`src/design/gsel_pkg.sv`:
```
// gselect predictor package: word types, register codes, counter update
// no dependencies
`timescale 1ns / 1ps

package gsel_pkg;

  localparam int DEF_MAX_INDEX_BITS   = 8;
  localparam int DEF_MAX_HISTORY_BITS = 4;

  localparam logic [1:0] CTR_INIT = 2'd3;

  // register index taken from paddr[2]
  localparam logic REG_INDEX_BITS   = 1'b0;
  localparam logic REG_HISTORY_BITS = 1'b1;

  typedef struct packed {
    logic [31:0] branch_address;
    logic        taken;
  } gsel_in_t;

  typedef struct packed {
    logic prediction;
    logic mispredicted;
  } gsel_out_t;

  typedef struct packed {
    logic rd_en;  // word accepted, read its counter
    logic wr_en;  // stage one retires, write its counter back
  } gsel_ctl_t;

  // 2-bit counter with hysteresis, prediction is the msb
  function automatic logic [1:0] gsel_next_ctr(input logic [1:0] c, input logic tk);
    logic [1:0] n;
    n = c;
    if (c[1] == tk) begin
      unique case (c)
        2'd2:    n = 2'd3;
        2'd1:    n = 2'd0;
        default: n = c;
      endcase
    end else if (c[1]) begin
      unique case (c)
        2'd3:    n = 2'd2;
        2'd2:    n = 2'd0;
        default: n = c;
      endcase
    end else begin
      unique case (c)
        2'd0:    n = 2'd1;
        2'd1:    n = 2'd3;
        default: n = c;
      endcase
    end
    return n;
  endfunction

endpackage

```
`src/design/gsel_hist.sv`:
```
// global history register and counter index formation
// depends on gsel_pkg
`timescale 1ns / 1ps

module gsel_hist import gsel_pkg::*; #(
  parameter int MAX_INDEX_BITS   = DEF_MAX_INDEX_BITS,
  parameter int MAX_HISTORY_BITS = DEF_MAX_HISTORY_BITS,
  localparam int AW = (MAX_INDEX_BITS + MAX_HISTORY_BITS > 0) ?
                      (MAX_INDEX_BITS + MAX_HISTORY_BITS) : 1
) (
  input  logic          clk,
  input  logic          rst_n,
  input  logic [3:0]    index_bits,
  input  logic [2:0]    history_bits,
  input  logic          accept,
  input  gsel_in_t      in_word,
  output logic [AW-1:0] entry
);

  localparam int IW = (MAX_INDEX_BITS > 0) ? MAX_INDEX_BITS : 1;
  localparam int HW = (MAX_HISTORY_BITS > 0) ? MAX_HISTORY_BITS : 1;
  localparam int SW = IW + HW;

  logic [HW-1:0] hist_r;
  logic [HW-1:0] hist_nxt;
  logic [HW-1:0] hist_shift;
  logic [4:0]    m_eff;
  logic [3:0]    k_eff;
  logic [IW-1:0] row;
  logic [HW-1:0] col;
  logic [SW-1:0] entry_wide;

  // oversized settings saturate
  assign m_eff = ({1'b0, index_bits} > 5'(MAX_INDEX_BITS)) ?
                 5'(MAX_INDEX_BITS) : {1'b0, index_bits};
  assign k_eff = ({1'b0, history_bits} > 4'(MAX_HISTORY_BITS)) ?
                 4'(MAX_HISTORY_BITS) : {1'b0, history_bits};

  assign hist_shift = hist_r >> 1;

  always_comb begin
    for (int i = 0; i < IW; i++) begin
      row[i] = in_word.branch_address[i] & (5'(i) < m_eff);
    end
    for (int i = 0; i < HW; i++) begin
      col[i] = hist_r[i] & (4'(i) < k_eff);
      // low k bits shift right, outcome enters at bit k-1
      if (4'(i) + 4'd1 < k_eff) begin
        hist_nxt[i] = hist_shift[i];
      end else if (4'(i) + 4'd1 == k_eff) begin
        hist_nxt[i] = in_word.taken;
      end else begin
        hist_nxt[i] = hist_r[i];
      end
    end
  end

  assign entry_wide = (SW'(row) << MAX_HISTORY_BITS) | SW'(col);
  assign entry      = entry_wide[AW-1:0];

  always_ff @(posedge clk) begin
    if (!rst_n) begin
      hist_r <= '1;
    end else if (accept) begin
      hist_r <= hist_nxt;
    end
  end

endmodule

```
`config.mk`:
```
export PLATFORM = sky130hd
export DESIGN_NAME = gsel_hist
export DESIGN_NICKNAME = d
export VERILOG_FILES = /design/src/design/gsel_pkg.sv /design/src/design/gsel_hist.sv
export SDC_FILE = /design/constraint.sdc
export NUM_CORES = 1
export LEC_CHECK = 0
export BUFFER_PORTS_ARGS = -buffer_cell sky130_fd_sc_hd__buf_2
export CORE_AREA = 2 2 39 41
export DETAILED_ROUTE_END_ITERATION = 10
export DIE_AREA = 0 0 41 43
export PLACE_DENSITY = 0.74
export SLEW_MARGIN = 20
export SYNTH_ARGS = -nofsm -noshare
export SYNTH_HDL_FRONTEND = slang
export SYNTH_SLANG_ARGS = --single-unit
```
`constraint.sdc`:
```
create_clock -name clk -period 1.4 [get_ports clk]
set_clock_uncertainty 0.05 [all_clocks]
set_input_delay 0.14 -clock clk [delete_from_list [all_inputs] [get_ports clk]]
set_output_delay 0.14 -clock clk [all_outputs]
set_load 0.01 [all_outputs]
```
==> impl_metrics.env <==
export IMPL_outcome="finished clean"
export IMPL_top_register="hist_r"
export IMPL_finalPower_mw=0.3899
export IMPL_grt_pass1_wl_um=1352
export IMPL_grt_max_degree=11
export IMPL_num_vias=453
export IMPL_cpMaxStageDelayCell="dfxtp_1"
export IMPL_dr_pass1_iters=3
export IMPL_vias_per_cell=5.033
export IMPL_io_buffers=30
export IMPL_die_area_um2=1763
export IMPL_finalHoldViolations=0
export IMPL_die_width_um=41
export IMPL_pre_cts_ws_ns=0.3396
export IMPL_period_share=0.7391
export IMPL_seqPwrFrac=0.320
export IMPL_clk_latency_ns=0.23
export IMPL_rows=14
export IMPL_r2r_cells=3
export IMPL_post_cts_buffers=0
export IMPL_synth_nets=86
export IMPL_max_slew_margin_rel=0.8331
export IMPL_maxCapViolCount=0
export IMPL_crit_end="hist_r[0]"
export IMPL_tns_ns=0
export IMPL_p_per_area_nw_per_um2=749.1
export IMPL_netSwitchingFraction=0.2850
export IMPL_p_int_mw=0.2788
export IMPL_overflow=0
export IMPL_pwr_share_comb=0.322
export IMPL_crit_buf_inv=0
export IMPL_pin_count=55
export IMPL_finalWorstSetupSlack_ns=0.3652
export IMPL_finalCriticalPeriod_ns=1.035
export IMPL_hold_depth=2
export IMPL_setup_violations=0
export IMPL_dp_final_hpwl_um=750.5
export IMPL_worstPathMaxFanout=3
export IMPL_layout_nets=119
export IMPL_p_switching_mw=0.1111
export IMPL_power_frac_clock=0.359
export IMPL_gp_congestion=0.6295
export IMPL_ys_types=26
export IMPL_ys_warnings_count=0
export IMPL_fp_dieH_um=43
export IMPL_grt_pass1_vias=373
export IMPL_cts_root_buf="clkbuf_4"
export IMPL_hold_buffers=0
export IMPL_wirelength_um=936
export IMPL_netlist_area_um2=342.8
export IMPL_wl_per_cell_um=10.40
export IMPL_rr_startpoint="hist_r[0]"
export IMPL_synthCells=43
export IMPL_path_delay_family="compound AO/OA/AOI/OAI gates"
export IMPL_peakVddDrop_v=0.0003135
export IMPL_drc=0
export IMPL_startpoint="hist_r[0]"
export IMPL_min_path_type="primary input to register"
export IMPL_antenna_found_initial=0
export IMPL_leakage_nw=0.2467
export IMPL_path_cells="nor2b_1, a2111oi_2, o21ai_1"
export IMPL_drt_iter0_markers=6
export IMPL_cts_buffers=3
export IMPL_grt_usage=0.1156
export IMPL_critical_path_max_stage_delay_ns=0.32
export IMPL_synth_seq_cells=4
export IMPL_clk_pin_slew_ns=0.04
export IMPL_tightest_slew_ns=0.2477
export IMPL_path_depth=3
export IMPL_cp_required_ns=1.47
export IMPL_core_area_um2=1384
export IMPL_cp_arrival_ns=1.10
export IMPL_rsz0062_at_grt="false"
export IMPL_maxSlewViolCount=0
export IMPL_antennaDiodeCount=0
export IMPL_post_cts_resize_count=0
export IMPL_syn_area_per_cell_um2=7.973
export IMPL_rrSetupSlack_ns=0.37
export IMPL_htree_levels=1
export IMPL_r2r_end="hist_r[0]"
export IMPL_endpoint_kind="register"
export IMPL_ant_nets=0
export IMPL_worstSetupPathType="register to register"
export IMPL_clockBufferDepth=2
export IMPL_cp_start_kind="register"
export IMPL_synth_seq_area_share=0.2336
export IMPL_max_freq_mhz=966.4
export IMPL_reg_top3="hist_r (4)"
export IMPL_cts_tree="done"
export IMPL_start_util=0.2477
export IMPL_clkSinkCount=4
export IMPL_drive_above_1_share=0.4730
export IMPL_largest_reg_flops=4
export IMPL_area_growth_pct=51.82
==> worst reg2reg max path, delay by kind of cell (launching register included) <==
family / cells / cell delay (ns)
AOI/OAI and AO/OA: 2 / 0.40
DFF: 1 / 0.32
and+or+nand+nor: 1 / 0.15
==> cell families (layout without fill, tap and decap cells) <==
kind of cell,count (synthesis),in the layout,synth area share
buffers and inverters,3,34,0.05472
and+or+nand+nor,19,19,0.3212
DFF,4,4,0.2336
AOI/OAI and AO/OA,16,16,0.3613
muxes,1,1,0.02920
==> power groups by stage <==
stage / clock network (mW) / logic, mW / registers [mW]
floorplan: 0 / 0.0672 / 0.125
global placement: 0 / 0.124 / 0.126
detailed placement: 0 / 0.126 / 0.126
CTS: 0.146 / 0.127 / 0.125
global route: 0.155 / 0.142 / 0.125
finish: 0.140 / 0.125 / 0.125
==> through the flow <==
step                area [um^2]  hold WS [ns]  std cells    util
floorplan                 342.8        0.1618         43       -
global placement          498.0        0.3100         87  0.3599
detailed placement        498.0        0.3184         87  0.3599
CTS                       520.5       0.07083         90  0.3761
global route              520.5       0.09346         90  0.3761
finish                    520.5       0.07787         90  0.3761
==> metal layers <==
metal,part of all wire,vias to the layer above,GRT usage
met1,0.35,203,0.1032
met4,0,0,0.06000
met5,0,-,0
li1,-,221,-
met2,0.49,29,0.2031
met3,0.16,0,0.04712
==> Yosys cell counts, drive strengths merged <==
cell	instances	share of area
a211oi	1	0.022
a31oi	1	0.018
o21a	3	0.066
dfxtp	4	0.23
o31a	2	0.055
nor2b	8	0.15
mux2i	1	0.029
nand2b	1	0.018
a22oi	1	0.022
nand3	2	0.029
buf	1	0.033
and2	2	0.036
a21oi	2	0.029
nor3b	1	0.022
nand2	2	0.022
inv	1	0.011
clkbuf	1	0.011
o22ai	1	0.018
o21ai	2	0.029
o41a	1	0.033
a2111oi	1	0.044
nor2	2	0.022
o2bb2ai	1	0.026
or3b	1	0.026
==> cell type report <==
type	instances	area [um^2]
Timing Repair Buffer	30	150.1
Fill cell	140	863.3
Tap cell	16	20.02
Clock buffer	3	22.52
Sequential cell	4	80.08
Inverter	1	3.754
Multi-Input combinational cell	36	244.0
==> cells in the final DEF (no fill, tap or decap) <==
cell / Yosys / layout
dfxtp_1: 4 / 4
o2bb2ai_1: 1 / 1
a2111oi_2: 1 / 1
and2_1: 2 / 2
nor2b_1: 8 / 8
clkbuf_4: 0 / 3
nand2_1: 2 / 2
buf_2: 0 / 30
o21ai_1: 1 / 1
o31a_2: 1 / 1
nor3b_1: 1 / 1
nand3_1: 2 / 2
mux2i_1: 1 / 1
a31oi_1: 1 / 1
a21oi_1: 2 / 2
o22ai_1: 1 / 1
nand2b_1: 1 / 1
inv_1: 1 / 1
a22oi_1: 1 / 1
o41a_1: 1 / 1
o21ai_0: 1 / 1
a211oi_1: 1 / 1
or3b_1: 1 / 1
nor2_1: 2 / 2
o21a_1: 3 / 3
o31a_1: 1 / 1
==> worst min-delay path by stage <==
stage                      from        end  slack (ns)
final                     rst_n  hist_r[0]        0.08
after global routing      rst_n  hist_r[0]        0.09
after CTS                 rst_n  hist_r[3]        0.07
after detailed placement  rst_n  hist_r[0]        0.32
after global placement    rst_n  hist_r[3]        0.31
after floorplan           rst_n  hist_r[3]        0.16
Power figures use the tool's default switching activity.
